**src/sv/afd_pkg.sv**
```systemverilog
`default_nettype none

package afd_pkg;

  localparam int unsigned MAX_BODY_BYTES_DEF = 256 * 1024;

  // Audio body layout: type byte, 8-byte start frame, 4-byte rate, then PCM
  localparam int unsigned HDR_BYTES      = 13;
  localparam int unsigned START_LAST_IDX = 8;
  localparam int unsigned CTRL_FLAG_IDX  = 1;

  localparam logic [7:0] TYPE_AUDIO = 8'd1;
  localparam logic [7:0] TYPE_CTRL  = 8'd2;
  localparam logic [7:0] TYPE_STOP  = 8'd3;

  localparam int unsigned COUNT_W   = 17;
  localparam logic [COUNT_W-1:0] COUNT_MAX = '1;
  localparam int unsigned ENERGY_W  = 48;

  localparam int unsigned MIN_RATE_W = 18;
  localparam int unsigned MAX_RATE_W = 20;
  localparam logic [MIN_RATE_W-1:0] MIN_RATE_RST = MIN_RATE_W'(8000);
  localparam logic [MAX_RATE_W-1:0] MAX_RATE_RST = MAX_RATE_W'(192000);

  localparam int unsigned CFG_IDX_W = 1;
  localparam logic [CFG_IDX_W-1:0] CFG_MIN_RATE = 1'd0;
  localparam logic [CFG_IDX_W-1:0] CFG_MAX_RATE = 1'd1;

  localparam int unsigned FIFO_DEPTH = 8;
  localparam int unsigned FIFO_AW    = $clog2(FIFO_DEPTH);
  localparam int unsigned FIFO_CW    = $clog2(FIFO_DEPTH + 1);

  // sample 16 + start 64 + rate 20 + flag 1 + energy 48 + count 17, padded to bytes
  localparam int unsigned OUT_USED_W = 16 + 64 + MAX_RATE_W + 1 + ENERGY_W + COUNT_W;
  localparam int unsigned OUT_W      = ((OUT_USED_W + 7) / 8) * 8;

  typedef enum logic [1:0] {
    PH_LEN,
    PH_TYPE,
    PH_BODY
  } phase_t;

  typedef enum logic [1:0] {
    KIND_SAMPLE,
    KIND_STREAM,
    KIND_REPORT,
    KIND_LEN_ERR
  } kind_t;

  // Event leaving the parser
  typedef struct packed {
    kind_t                 kind;
    logic [15:0]           sample;
    logic [63:0]           start;
    logic [MAX_RATE_W-1:0] rate;
    logic                  on;
    logic [COUNT_W-1:0]    count;
    logic                  fin;
    logic                  first;
  } ev_t;

  // Queue entry: event with the running energy attached
  typedef struct packed {
    kind_t                 kind;
    logic [15:0]           sample;
    logic [63:0]           start;
    logic [MAX_RATE_W-1:0] rate;
    logic                  on;
    logic [ENERGY_W-1:0]   energy;
    logic [COUNT_W-1:0]    count;
    logic                  fin;
  } q_t;

endpackage

`default_nettype wire

```
**src/sv/audio_frame_deframer.sv**
```systemverilog
// An input transfer passes the parser event register, the square register and the queue
// to the output register. One stream byte per cycle while s_axis_tready is high; a
// frame's final sample yields two results, sent as two transfers from one queue entry.
// Input is held off once the 8-entry queue and the two stages before it hold 8 events.
// Reset (rst, synchronous): parser, streaming flag and queue cleared, output invalid,
// sample rate limits back to 8000 and 192000.
`default_nettype none

module audio_frame_deframer #(
  parameter int unsigned MAX_BODY_BYTES = afd_pkg::MAX_BODY_BYTES_DEF
) (
  input  wire logic                            clk,
  input  wire logic                            rst,
  input  wire logic                            s_axis_tvalid,
  output logic                                 s_axis_tready,
  input  wire logic [7:0]                      s_axis_tdata,   // data_byte
  input  wire logic                            s_axis_tuser,   // req_type
  output logic                                 m_axis_tvalid,
  input  wire logic                            m_axis_tready,
  // sample_value[15:0], start_frame[79:16], sample_rate[99:80], streaming_on[100],
  // energy_sum[148:101], sample_count[165:149], zero pad
  output logic [afd_pkg::OUT_W-1:0]            m_axis_tdata,
  output logic [1:0]                           m_axis_tuser,   // kind
  output logic                                 m_axis_tlast,
  input  wire logic                            cfg_we,
  input  wire logic [afd_pkg::CFG_IDX_W-1:0]   cfg_index,
  input  wire logic [afd_pkg::MAX_RATE_W-1:0]  cfg_data
);
  import afd_pkg::*;

  localparam int unsigned IW = FIFO_CW + 1;

  logic [MIN_RATE_W-1:0] min_rate;
  logic [MAX_RATE_W-1:0] max_rate;

  logic               ev_valid;
  ev_t                ev;
  logic               sq_valid;
  logic               push;
  q_t                 push_data;
  logic               pop;
  q_t                 head;
  logic               head_valid;
  logic [FIFO_CW-1:0] fifo_count;
  logic [IW-1:0]      inflight;

  always_ff @(posedge clk) begin
    if (rst) begin
      min_rate <= MIN_RATE_RST;
      max_rate <= MAX_RATE_RST;
    end else if (cfg_we) begin
      case (cfg_index)
        CFG_MIN_RATE: min_rate <= cfg_data[MIN_RATE_W-1:0];
        CFG_MAX_RATE: max_rate <= cfg_data;
        default: ;
      endcase
    end
  end

  // credit check: every item in the two stages may still need a queue slot
  assign inflight      = IW'(fifo_count) + IW'(ev_valid) + IW'(sq_valid);
  assign s_axis_tready = (inflight < IW'(FIFO_DEPTH));

  afd_parser #(
    .MAX_BODY_BYTES (MAX_BODY_BYTES)
  ) u_parser (
    .clk       (clk),
    .rst       (rst),
    .in_valid  (s_axis_tvalid && s_axis_tready),
    .req_type  (s_axis_tuser),
    .data_byte (s_axis_tdata),
    .min_rate  (min_rate),
    .max_rate  (max_rate),
    .ev_valid  (ev_valid),
    .ev        (ev)
  );

  afd_energy u_energy (
    .clk       (clk),
    .rst       (rst),
    .ev_valid  (ev_valid),
    .ev        (ev),
    .sq_valid  (sq_valid),
    .push      (push),
    .push_data (push_data)
  );

  afd_fifo u_fifo (
    .clk        (clk),
    .rst        (rst),
    .push       (push),
    .push_data  (push_data),
    .pop        (pop),
    .head       (head),
    .head_valid (head_valid),
    .count      (fifo_count)
  );

  afd_emit u_emit (
    .clk           (clk),
    .rst           (rst),
    .head          (head),
    .head_valid    (head_valid),
    .pop           (pop),
    .m_axis_tvalid (m_axis_tvalid),
    .m_axis_tready (m_axis_tready),
    .m_axis_tdata  (m_axis_tdata),
    .m_axis_tuser  (m_axis_tuser),
    .m_axis_tlast  (m_axis_tlast)
  );

endmodule

`default_nettype wire

```
**src/sv/afd_parser.sv**
```systemverilog
`default_nettype none

module afd_parser #(
  parameter int unsigned MAX_BODY_BYTES = afd_pkg::MAX_BODY_BYTES_DEF
) (
  input  wire logic                            clk,
  input  wire logic                            rst,
  input  wire logic                            in_valid,
  input  wire logic                            req_type,
  input  wire logic [7:0]                      data_byte,
  input  wire logic [afd_pkg::MIN_RATE_W-1:0]  min_rate,
  input  wire logic [afd_pkg::MAX_RATE_W-1:0]  max_rate,
  output logic                                 ev_valid,
  output afd_pkg::ev_t                         ev
);
  import afd_pkg::*;

  localparam int unsigned CNT_W   = $clog2(MAX_BODY_BYTES + 1);
  localparam logic [31:0] MAX_LEN = 32'(MAX_BODY_BYTES);

  phase_t            phase, phase_next;
  logic [CNT_W-1:0]  cnt, cnt_next;
  logic [31:0]       body_len, body_len_next;
  logic [7:0]        frame_kind, frame_kind_next;
  logic [63:0]       first_frame, first_frame_next;
  logic [31:0]       rate, rate_next;
  logic [7:0]        hold, hold_next;
  logic              streaming, streaming_next;
  logic              halted, halted_next;
  logic              ev_valid_next;
  ev_t               ev_next;

  logic [31:0]       len_shift;
  logic              len_bad;
  logic              len_last;
  logic [CNT_W-1:0]  idx_inc;
  logic              body_end;
  logic              pcm_ok;
  logic [31:0]       pay_len;
  logic [30:0]       pay_half;
  logic [COUNT_W-1:0] count_sat;
  logic              chg_req;
  logic              chg_val;

  assign len_shift = {body_len[23:0], data_byte};
  assign len_bad   = (len_shift == '0) || (len_shift > MAX_LEN);
  assign len_last  = (cnt[1:0] == 2'd3);
  assign idx_inc   = cnt + 1'b1;
  assign body_end  = (32'(idx_inc) >= body_len);
  // 13 is odd, so an even payload means an odd body length
  assign pcm_ok    = streaming && (rate >= 32'(min_rate)) && (rate <= 32'(max_rate))
                     && (body_len > 32'(HDR_BYTES)) && body_len[0];
  assign pay_len   = body_len - 32'(HDR_BYTES);
  assign pay_half  = pay_len[31:1];
  assign count_sat = (pay_half > 31'(COUNT_MAX)) ? COUNT_MAX : pay_half[COUNT_W-1:0];

  always_comb begin
    phase_next = phase;
    if (in_valid) begin
      if (req_type) begin
        phase_next = PH_LEN;
      end else if (!halted) begin
        unique case (phase)
          PH_LEN: begin
            if (len_last && !len_bad) phase_next = PH_TYPE;
          end
          PH_TYPE: begin
            phase_next = (body_len <= 32'd1) ? PH_LEN : PH_BODY;
          end
          PH_BODY: begin
            if (body_end) phase_next = PH_LEN;
          end
          default: phase_next = PH_LEN;
        endcase
      end
    end
  end

  always_comb begin
    cnt_next         = cnt;
    body_len_next    = body_len;
    frame_kind_next  = frame_kind;
    first_frame_next = first_frame;
    rate_next        = rate;
    hold_next        = hold;
    streaming_next   = streaming;
    halted_next      = halted;
    ev_valid_next    = 1'b0;
    ev_next          = ev;
    chg_req          = 1'b0;
    chg_val          = 1'b0;

    if (in_valid) begin
      if (req_type) begin
        // connection reset: registers survive, parser and flag do not
        cnt_next         = '0;
        body_len_next    = '0;
        frame_kind_next  = '0;
        first_frame_next = '0;
        rate_next        = '0;
        hold_next        = '0;
        halted_next      = 1'b0;
        chg_req          = 1'b1;
        chg_val          = 1'b0;
      end else if (!halted) begin
        unique case (phase)
          PH_LEN: begin
            body_len_next = len_shift;
            cnt_next      = idx_inc;
            if (len_last) begin
              cnt_next = '0;
              if (len_bad) begin
                halted_next   = 1'b1;
                body_len_next = '0;
                ev_valid_next = 1'b1;
                ev_next       = '0;
                ev_next.kind  = KIND_LEN_ERR;
              end
            end
          end
          PH_TYPE: begin
            frame_kind_next  = data_byte;
            first_frame_next = '0;
            rate_next        = '0;
            hold_next        = '0;
            cnt_next         = CNT_W'(1);
            if (body_len <= 32'd1) begin
              cnt_next      = '0;
              body_len_next = '0;
              if (data_byte == TYPE_STOP) begin
                chg_req = 1'b1;
                chg_val = 1'b0;
              end
            end
          end
          PH_BODY: begin
            if (frame_kind == TYPE_CTRL) begin
              if (cnt == CNT_W'(CTRL_FLAG_IDX)) hold_next = data_byte;
            end else if (frame_kind == TYPE_AUDIO) begin
              if (cnt <= CNT_W'(START_LAST_IDX)) begin
                first_frame_next = {first_frame[55:0], data_byte};
              end else if (cnt < CNT_W'(HDR_BYTES)) begin
                rate_next = {rate[23:0], data_byte};
              end else if (pcm_ok) begin
                if (cnt[0]) begin
                  hold_next = data_byte;
                end else begin
                  ev_valid_next  = 1'b1;
                  ev_next        = '0;
                  ev_next.kind   = KIND_SAMPLE;
                  ev_next.sample = {data_byte, hold};
                  ev_next.start  = first_frame;
                  ev_next.rate   = rate[MAX_RATE_W-1:0];
                  ev_next.count  = count_sat;
                  ev_next.fin    = (32'(idx_inc) == body_len);
                  ev_next.first  = (cnt == CNT_W'(HDR_BYTES + 1));
                end
              end
            end
            cnt_next = idx_inc;
            if (body_end) begin
              cnt_next      = '0;
              body_len_next = '0;
              if ((frame_kind == TYPE_CTRL) && (body_len >= 32'd2)) begin
                chg_req = 1'b1;
                chg_val = (hold_next != 8'd0);
              end else if (frame_kind == TYPE_STOP) begin
                chg_req = 1'b1;
                chg_val = 1'b0;
              end
            end
          end
          default: ;
        endcase
      end

      if (chg_req && (chg_val != streaming)) begin
        streaming_next = chg_val;
        ev_valid_next  = 1'b1;
        ev_next        = '0;
        ev_next.kind   = KIND_STREAM;
        ev_next.on     = chg_val;
      end
    end
  end

  always_ff @(posedge clk) begin
    if (rst) begin
      phase       <= PH_LEN;
      cnt         <= '0;
      body_len    <= '0;
      frame_kind  <= '0;
      first_frame <= '0;
      rate        <= '0;
      hold        <= '0;
      streaming   <= 1'b0;
      halted      <= 1'b0;
      ev_valid    <= 1'b0;
    end else begin
      phase       <= phase_next;
      cnt         <= cnt_next;
      body_len    <= body_len_next;
      frame_kind  <= frame_kind_next;
      first_frame <= first_frame_next;
      rate        <= rate_next;
      hold        <= hold_next;
      streaming   <= streaming_next;
      halted      <= halted_next;
      ev_valid    <= ev_valid_next;
    end
  end

  always_ff @(posedge clk) begin
    ev <= ev_next;
  end

endmodule

`default_nettype wire

```
**src/sv/afd_energy.sv**
```systemverilog
`default_nettype none

module afd_energy (
  input  wire logic          clk,
  input  wire logic          rst,
  input  wire logic          ev_valid,
  input  wire afd_pkg::ev_t  ev,
  output logic               sq_valid,
  output logic               push,
  output afd_pkg::q_t        push_data
);
  import afd_pkg::*;

  logic signed [15:0]  smp;
  logic signed [31:0]  prod;
  logic [31:0]         sq;
  ev_t                 sq_ev;
  logic [ENERGY_W-1:0] acc;
  logic [ENERGY_W:0]   sum;
  logic [ENERGY_W-1:0] energy_new;

  assign smp  = ev.sample;
  assign prod = smp * smp;

  // square registered, accumulate in the following cycle
  always_ff @(posedge clk) begin
    if (rst) begin
      sq_valid <= 1'b0;
    end else begin
      sq_valid <= ev_valid;
    end
  end

  always_ff @(posedge clk) begin
    sq_ev <= ev;
    sq    <= prod;
  end

  assign sum        = {1'b0, acc} + (ENERGY_W + 1)'(sq);
  assign energy_new = sq_ev.first ? ENERGY_W'(sq) : (sum[ENERGY_W] ? '1 : sum[ENERGY_W-1:0]);

  always_ff @(posedge clk) begin
    if (sq_valid && (sq_ev.kind == KIND_SAMPLE)) acc <= energy_new;
  end

  assign push = sq_valid;

  always_comb begin
    push_data.kind   = sq_ev.kind;
    push_data.sample = sq_ev.sample;
    push_data.start  = sq_ev.start;
    push_data.rate   = sq_ev.rate;
    push_data.on     = sq_ev.on;
    push_data.energy = energy_new;
    push_data.count  = sq_ev.count;
    push_data.fin    = sq_ev.fin;
  end

endmodule

`default_nettype wire

```
**src/sv/afd_fifo.sv**
```systemverilog
`default_nettype none

module afd_fifo (
  input  wire logic                        clk,
  input  wire logic                        rst,
  input  wire logic                        push,
  input  wire afd_pkg::q_t                 push_data,
  input  wire logic                        pop,
  output afd_pkg::q_t                      head,
  output logic                             head_valid,
  output logic [afd_pkg::FIFO_CW-1:0]      count
);
  import afd_pkg::*;

  q_t                 slots [FIFO_DEPTH];
  logic [FIFO_AW-1:0] wr_ptr;
  logic [FIFO_AW-1:0] rd_ptr;

  assign head       = slots[rd_ptr];
  assign head_valid = (count != '0);

  always_ff @(posedge clk) begin
    if (rst) begin
      wr_ptr <= '0;
      rd_ptr <= '0;
      count  <= '0;
    end else begin
      if (push) wr_ptr <= wr_ptr + 1'b1;
      if (pop)  rd_ptr <= rd_ptr + 1'b1;
      count <= count + FIFO_CW'(push) - FIFO_CW'(pop);
    end
  end

  always_ff @(posedge clk) begin
    if (push) slots[wr_ptr] <= push_data;
  end

endmodule

`default_nettype wire

```
**src/sv/afd_emit.sv**
```systemverilog
`default_nettype none

module afd_emit (
  input  wire logic                        clk,
  input  wire logic                        rst,
  input  wire afd_pkg::q_t                 head,
  input  wire logic                        head_valid,
  output logic                             pop,
  output logic                             m_axis_tvalid,
  input  wire logic                        m_axis_tready,
  output logic [afd_pkg::OUT_W-1:0]        m_axis_tdata,
  output logic [1:0]                       m_axis_tuser,
  output logic                             m_axis_tlast
);
  import afd_pkg::*;

  logic                  sub, sub_next;
  logic                  tvalid_next;
  logic                  load;
  logic                  two;

  kind_t                 o_kind;
  logic [15:0]           o_sample;
  logic [63:0]           o_start;
  logic [MAX_RATE_W-1:0] o_rate;
  logic                  o_on;
  logic [ENERGY_W-1:0]   o_energy;
  logic [COUNT_W-1:0]    o_count;
  logic                  o_last;

  // a final sample leaves two transfers: the sample, then the energy report
  assign load = head_valid && (!m_axis_tvalid || m_axis_tready);
  assign two  = (head.kind == KIND_SAMPLE) && head.fin;
  assign pop  = load && (sub || !two);

  always_comb begin
    sub_next    = sub;
    tvalid_next = m_axis_tvalid;
    if (load) begin
      sub_next    = !sub && two;
      tvalid_next = 1'b1;
    end else if (m_axis_tready) begin
      tvalid_next = 1'b0;
    end
  end

  always_comb begin
    o_kind   = head.kind;
    o_sample = '0;
    o_start  = '0;
    o_rate   = '0;
    o_on     = 1'b0;
    o_energy = '0;
    o_count  = '0;
    o_last   = 1'b0;
    if (sub) begin
      o_kind   = KIND_REPORT;
      o_start  = head.start;
      o_rate   = head.rate;
      o_energy = head.energy;
      o_count  = head.count;
    end else begin
      case (head.kind)
        KIND_SAMPLE: begin
          o_sample = head.sample;
          o_start  = head.start;
          o_rate   = head.rate;
          o_last   = head.fin;
        end
        KIND_STREAM: o_on = head.on;
        default: ;
      endcase
    end
  end

  always_ff @(posedge clk) begin
    if (rst) begin
      m_axis_tvalid <= 1'b0;
      sub           <= 1'b0;
    end else begin
      m_axis_tvalid <= tvalid_next;
      sub           <= sub_next;
    end
  end

  always_ff @(posedge clk) begin
    if (load) begin
      m_axis_tdata <= OUT_W'({o_count, o_energy, o_on, o_rate, o_start, o_sample});
      m_axis_tuser <= o_kind;
      m_axis_tlast <= o_last;
    end
  end

endmodule

`default_nettype wire

```
**config.mk**
```make
export PLATFORM = sky130hd
export DESIGN_NAME = audio_frame_deframer
export DESIGN_NICKNAME = d
export VERILOG_FILES = /design/src/sv/afd_pkg.sv /design/src/sv/audio_frame_deframer.sv /design/src/sv/afd_parser.sv /design/src/sv/afd_energy.sv /design/src/sv/afd_fifo.sv /design/src/sv/afd_emit.sv
export SDC_FILE = /design/constraint.sdc
export NUM_CORES = 2
export LEC_CHECK = 0
export ABC_AREA = 1
export BUFFER_PORTS_ARGS = -buffer_cell sky130_fd_sc_hd__buf_2
export CAP_MARGIN = 10
export CORE_UTILIZATION = 50
export DETAILED_ROUTE_END_ITERATION = 8
export PLACE_DENSITY_LB_ADDON = 0.15
export REMOVE_ABC_BUFFERS = 1
export SYNTH_ARGS = -nofsm -noshare
export SYNTH_HDL_FRONTEND = slang
export SYNTH_SLANG_ARGS = --single-unit
```
**constraint.sdc**
```tcl
create_clock -name clk -period 17.61 [get_ports clk]
set_input_delay 3.522 -clock clk [delete_from_list [all_inputs] [get_ports clk]]
set_output_delay 3.522 -clock clk [all_outputs]
set_load 0.01 [all_outputs]
```
* Yosys cells after proc, flatten, opt, wreduce, memory -nomap -nowiden
Memories as Yosys holds them, arrays and structs flattened. A register that Yosys moved wholly into a read port is not among the register bits.
Index checks and enable logic that the tools add are counted.
** Word-level totals
- Register bits :: 712
- Bits of input ports :: 35
- Memories kept :: 1
- Latch bits :: 0
- Memory bits (read-only) :: 0
- Output and inout port bits :: 173
- Bits in writable memories :: 1352
** Memories
- u_fifo.slots :: depth 8, bits a word 169, read ports 1, clocked after Yosys merged registers in 1, wr ports 1, line afd_fifo.sv:15 : q_t slots [FIFO_DEPTH];
** Operators by class
- Multiply operators :: 1
- Bitwise logic cells :: 4
- Reduce and logical (&&, ||, !) cells :: 45
- Eq/ne operators :: 31
- Add/sub/neg operators :: 9
- Div/mod/pow operators :: 0
- Magnitude comparators :: 11
- Shift-type cells :: 0
- Muxes and demuxes :: 104
** Operators by type and width (count)
- 2-to-1 mux 122 bit :: 10
- 2-to-1 mux 64 bit :: 7
- 2-to-1 mux 32 bit :: 12
- case mux 122 bit (2 select lines) :: 1
- 2-to-1 mux 8 bit :: 16
- case mux 64 bit (2 select lines) :: 1
- 2-to-1 mux 48 bit :: 2
- case mux 32 bit (3 select lines) :: 1
- 2-to-1 mux 19 bit :: 4
- case mux 32 bit (2 select lines) :: 1
- 2-to-1 mux 20 bit :: 3
- case mux 19 bit (3 select lines) :: 1
- adder 48 x 32 -> 49 bit :: 1
- 2-to-1 mux 1 bit :: 33
- == test 19 x 32 -> 1 bit :: 1
- >= comparator 19 x 32 -> 1 bit :: 1
- >= comparator 32 x 18 -> 1 bit :: 1
- >= comparator 32 x 2 -> 1 bit (second input constant) :: 1
- > comparator 32 x 19 -> 1 bit (second input constant) :: 1
- > comparator 32 x 4 -> 1 bit (second input constant) :: 1
- less-or-equal comparator 32 x 1 -> 1 bit (second input constant) :: 1
- less-or-equal comparator 32 x 20 -> 1 bit :: 1
- zero test 32 bit :: 1
- multiplier 16 x 16 -> 32 bit :: 1
- 46 further kinds :: 102

* Depth between registers and ports, before layout
- Word-level depth :: 25
- Depth in mapped cells :: 34
- Depth with buffers taken out :: 32

* By module
A second synthesis with hierarchy kept.
** Unflattened totals
- Cells, all modules :: 10811
- Area, all modules :: 101496.1 um^2
** Modules (own cells, without submodules)
- afd_fifo :: area each 59221.8 um^2, cells an instance 5920, times used 1
- afd_energy :: area each 19274.7 um^2, cells an instance 2441, times used 1
- afd_parser :: area each 14989.4 um^2, cells an instance 1725, times used 1
- afd_emit :: area each 6582.6 um^2, cells an instance 545, times used 1
- audio_frame_deframer :: area each 1427.6 um^2, cells an instance 180, times used 1

* Worst setup path after synthesis
No wires, ideal clock.
- Path kind :: input -> register
- From :: input m_axis_tready
- To :: register u_fifo.count[2] (netlist bit)
- Cell stages on the path :: 11
- Slack :: 3.461 ns
- Arrival time :: 14.022 ns
- Data required time :: 17.482 ns
- Library setup time :: 0.128 ns
- Cell sequence :: nor2_1 > a31oi_1 > nand2_1 > clkinv_1 > ha_1 > inv_1 > ha_1 > inv_1 > fa_1 > xor2_1 > nor2_1
** Between the ends
- Cells in the longest elaborated chain, start to end :: 4
** RTL lines
- start, declared :: line audio_frame_deframer.sv:19 : input wire logic m_axis_tready,
- logical OR 1 bit :: line afd_emit.sv:32 : assign load = head_valid && (!m_axis_tvalid || m_axis_tready);
- logical AND 1 bit :: line afd_emit.sv:32
- named net u_emit.load :: line afd_emit.sv:19 : logic load;
- logical AND 1 bit :: line afd_emit.sv:34 : assign pop = load && (sub || !two);
- named net pop :: line audio_frame_deframer.sv:41 : logic pop;
- subtractor 4 x 1 -> 4 bit :: line afd_fifo.sv:30 : count <= count + FIFO_CW'(push) - FIFO_CW'(pop);
- end signal, assigned :: line afd_fifo.sv:30
- end, declared :: line afd_fifo.sv:11 : output logic [afd_pkg::FIFO_CW-1:0] count
The timed path passes the listed nets, and every way through them passes these cells.
A chain may end at the register's enable or synchronous reset.

* Worst setup path after layout
- From :: register u_parser.cnt[0]
- To :: register, netlist name u_parser.ev[14]
** Between the ends
- Cells in the longest elaborated chain, start to end :: 21
- Elaborated cells on any way between the ends :: 43
** RTL lines
- start, declared :: line afd_parser.sv:22 : logic [CNT_W-1:0] cnt, cnt_next;
- start signal, assigned :: line afd_parser.sv:201 : cnt <= cnt_next;
- branches (longest 20 deep; another with less-than comparator 19 x 4 -> 1 bit)
- AND reduction 12 bit (no line) *
Mark *: on every way between the ends. The select of a mux whose other input is x is not followed.

==> reports/metrics.yaml <==
sta:
  clock_skew_ns: 0.0580
  slew_headroom_pct: 15.6
  hold_viol: 0
  fin_setup_tns_ns: 0
  rsz0062_at_grt: "false"
  period_share_pct: 40.9
  drv_slew: 0
  setup_ws_ns: 10.40
  max_freq_mhz: 139
  hold_ws_ns: 0.306
  finalSetupViolations: 0
  post-route-min-period_ns: 7.21
  tightest_slew_ns: 1.27
yosys:
  synth_common_cells: "1691 x edfxtp_1, 1047 x nor2_1, 873 x o21ai_0"
  synth_flop_cell: "edfxtp_1"
  netlist_area_mm2: 0.0898
  yosysMostFrequentCell: "edfxtp_1"
  async_flop_share_pct: 0
  netlist_instances: 7713
  ys_seq_elements: 2065
  yosysWarnings: 0
  synth_edf_count: 1691
  seq_area_frac_synth_pct: 64.9
  synth_area_leaders: "edfxtp_1 57%, dfxtp_1 8.3%, fa_1 5.4%"
  synth.distinct_cells: 57
  yosysTopAreaCell: "edfxtp_1"
  syn_avg_cell_area_um2: 11.6
  yosysTopAreaCellShare_pct: 56.5
clocking:
  tritoncts: "done"
  cts.path.max_buffers: 3
  clk_pin_slew_ns: 0.06
  h-tree-depth: 4
  hold_buffers: 0
  clock_latency_ns: 0.87
  post_cts_resized: 0
  postCtsSetupBuffers: 0
  cts.sinks: 2065
  cts_made_buffers: 205
  cts-root-buf: "clkbuf_16"
power:
  cellLeakagePower_nw: 36.9
  power_mw: 14.3
  vdd.ir_drop.worst_mv: 0.154
  powerDensity_mw_per_mm2: 143
global_routing:
  grt_remaining_overflow: 0
  grt_pass1_wl_um: 334000
  track_usage_pct: 24.0
  grt_pass1_vias: 56000
  antenna_found_initial: 11
  grt_max_degree: 229
floorplan:
  die_y_um: 426
  dieWidth_um: 426
  core_mm2: 0.178
  start_util_pct: 50.3
  ioPinCount: 208
  die-area_mm2: 0.181
  num_rows: 155
cells_and_area:
  drive_gt1_share_pct: 9.20
  fin_area_mm2: 0.0997
  multi_input_comb_area_mm2: 0.0273
  fillers: 14900
  nets: 8257
  regArea_mm2: 0.0583
  syn2layout_area_growth_pct: 11.0
setup_path:
  reg2reg_slack_ns: 10.40
  path_max_fanout: 69
  r2r-end: "u_parser.ev[14]"
  required_ns: 18.07
  crit_start: "u_parser.cnt[0]"
  crit_end: "u_parser.ev[14]"
  cp_slowest_cell: "buf_4"
  critical-path-max-stage-delay_ns: 0.79
  worstSetupStartpointType: "flop"
  critPathCaptureType: "flop"
  crit_arrival_ns: 7.66
  reg2reg_depth: 29
  r2r_start: "u_parser.cnt[0]"
  crit_type: "flop to flop"
  cpMostUsedCell: "inv_1"
placement:
  dp_hpwl_um: 124000
  place.port_buffers: 205
  dp_slack_ns: 9.62
  place_congestion: 0.893
  post_dp_cell_area_mm2: 0.0928
hold_path:
  worstHoldPathType: "flop to flop"
  min-delay-start: "u_parser.ev[58]"
route:
  drtPass1Iterations: 5
  wl_um: 217000
  dr_total_vias: 57100
  drtAntennaViolNets: 0
  drc: 0
  wl_per_cell_um: 21.0
  vias_per_cell: 5.53
  drt_iter0_drc: 4699
run_status:
  status: "complete, no violations"
job:
  cap_violations: 0
state kept, by name, summed over array words and instances (netlist names), 2 cells and up, named ones only:
name	flops
u_parser.first_frame	64
u_fifo.slots	1352
u_energy.push_data	120
min_rate	18
max_rate	20
u_fifo.wr_ptr	3
u_parser.phase	2
u_fifo.rd_ptr	3
u_energy.acc	48
u_energy.sq	31
u_parser.rate	32
u_emit.m_axis_tuser	2
u_fifo.count	4
u_parser.hold	8
u_parser.body_len	32
u_emit.m_axis_tdata	166
u_parser.cnt	19
u_parser.frame_kind	8
u_parser.ev	122
logic make-up (layout without fill, tap and decap cells):
kind of cell / count (synthesis) / in the layout / share of synthesized area [%]
simple gates: 2199 / 2199 / 10.4
flops: 2065 / 2065 / 64.9
compound gates: 1774 / 1774 / 10.7
buf+inv: 1127 / 1381 / 4.92
fa+ha+maj: 435 / 435 / 8.07
xor+xnor: 112 / 112 / 1.09
other cells: 1 / 9 / 0.00418
layout by cell type, fill, tap and decap left out, types with 7 or more instances in the layout:
cell,n
or2_2,10
nor2_4,82
o211ai_1,20
dfxtp_1,370
clkbuf_8,21
buf_4,63
clkbuf_1,51
a21oi_1,438
xnor2_1,31
clkinv_1,21
nand2_1,807
xor2_1,81
ha_1,194
a211oi_1,35
fa_1,241
nor3_1,45
nor2_1,1037
inv_2,7
o21ai_0,873
nor4_1,14
clkbuf_16,206
nand4_1,35
bufinv_16,17
clkinv_16,7
edfxtp_1,1691
buf_2,204
diode_2,7
inv_1,708
clkinv_2,47
nand3_1,130
nor2_2,21
a31oi_1,96
o22ai_1,274
worst min-delay path by stage:
stage,to,cells after the start
global route,u_energy.push_data[105],0
detailed placement,u_energy.push_data[110],0
finish,u_energy.push_data[105],0
global placement,u_energy.push_data[74],0
CTS,u_energy.push_data[105],0
floorplan,u_energy.push_data[0],0
layer usage:
layer / GRT usage [%] / up-vias / part of all wire, %
met5: 0 / - / 0
met4: 6.77 / 0 / 2.3
met3: 3.01 / 303 / 4.9
met2: 40.3 / 1528 / 49
met1: 33.0 / 28400 / 44
li1: - / 26900 / -
critical path: cells and delay by family (launching register included):
kind	cells	cell delay [ns]
flops	1	0.75
simple gates	17	2.73
buf+inv	8	2.10
xor+xnor	1	0.25
fa+ha+maj	1	0.28
compound gates	2	0.67
power breakdown:
group	switching, mW	total, mW	leakage [nW]	internal [mW]
clock network	1.88	4.40	3.37	2.51
registers	0.249	6.07	18.6	5.82
logic	2.66	3.83	14.9	1.16
total	4.79	14.3	36.9	9.50
through the flow:
step	util [%]	cells
finish	55.9	10300
global route	55.9	10300
CTS	55.9	10300
detailed placement	52.0	9935
global placement	52.0	9935
floorplan	-	7307
layout make-up:
class	instances	area share [%]
antenna	7	0.0176
timing repair buffer	273	1.62
clock buffer	278	5.65
clock inverter	110	1.25
multi-input combinational	4522	27.3
inverter	720	2.74
tap	2355	2.95
sequential	2065	58.4
(Power assumes the default switching activity.)
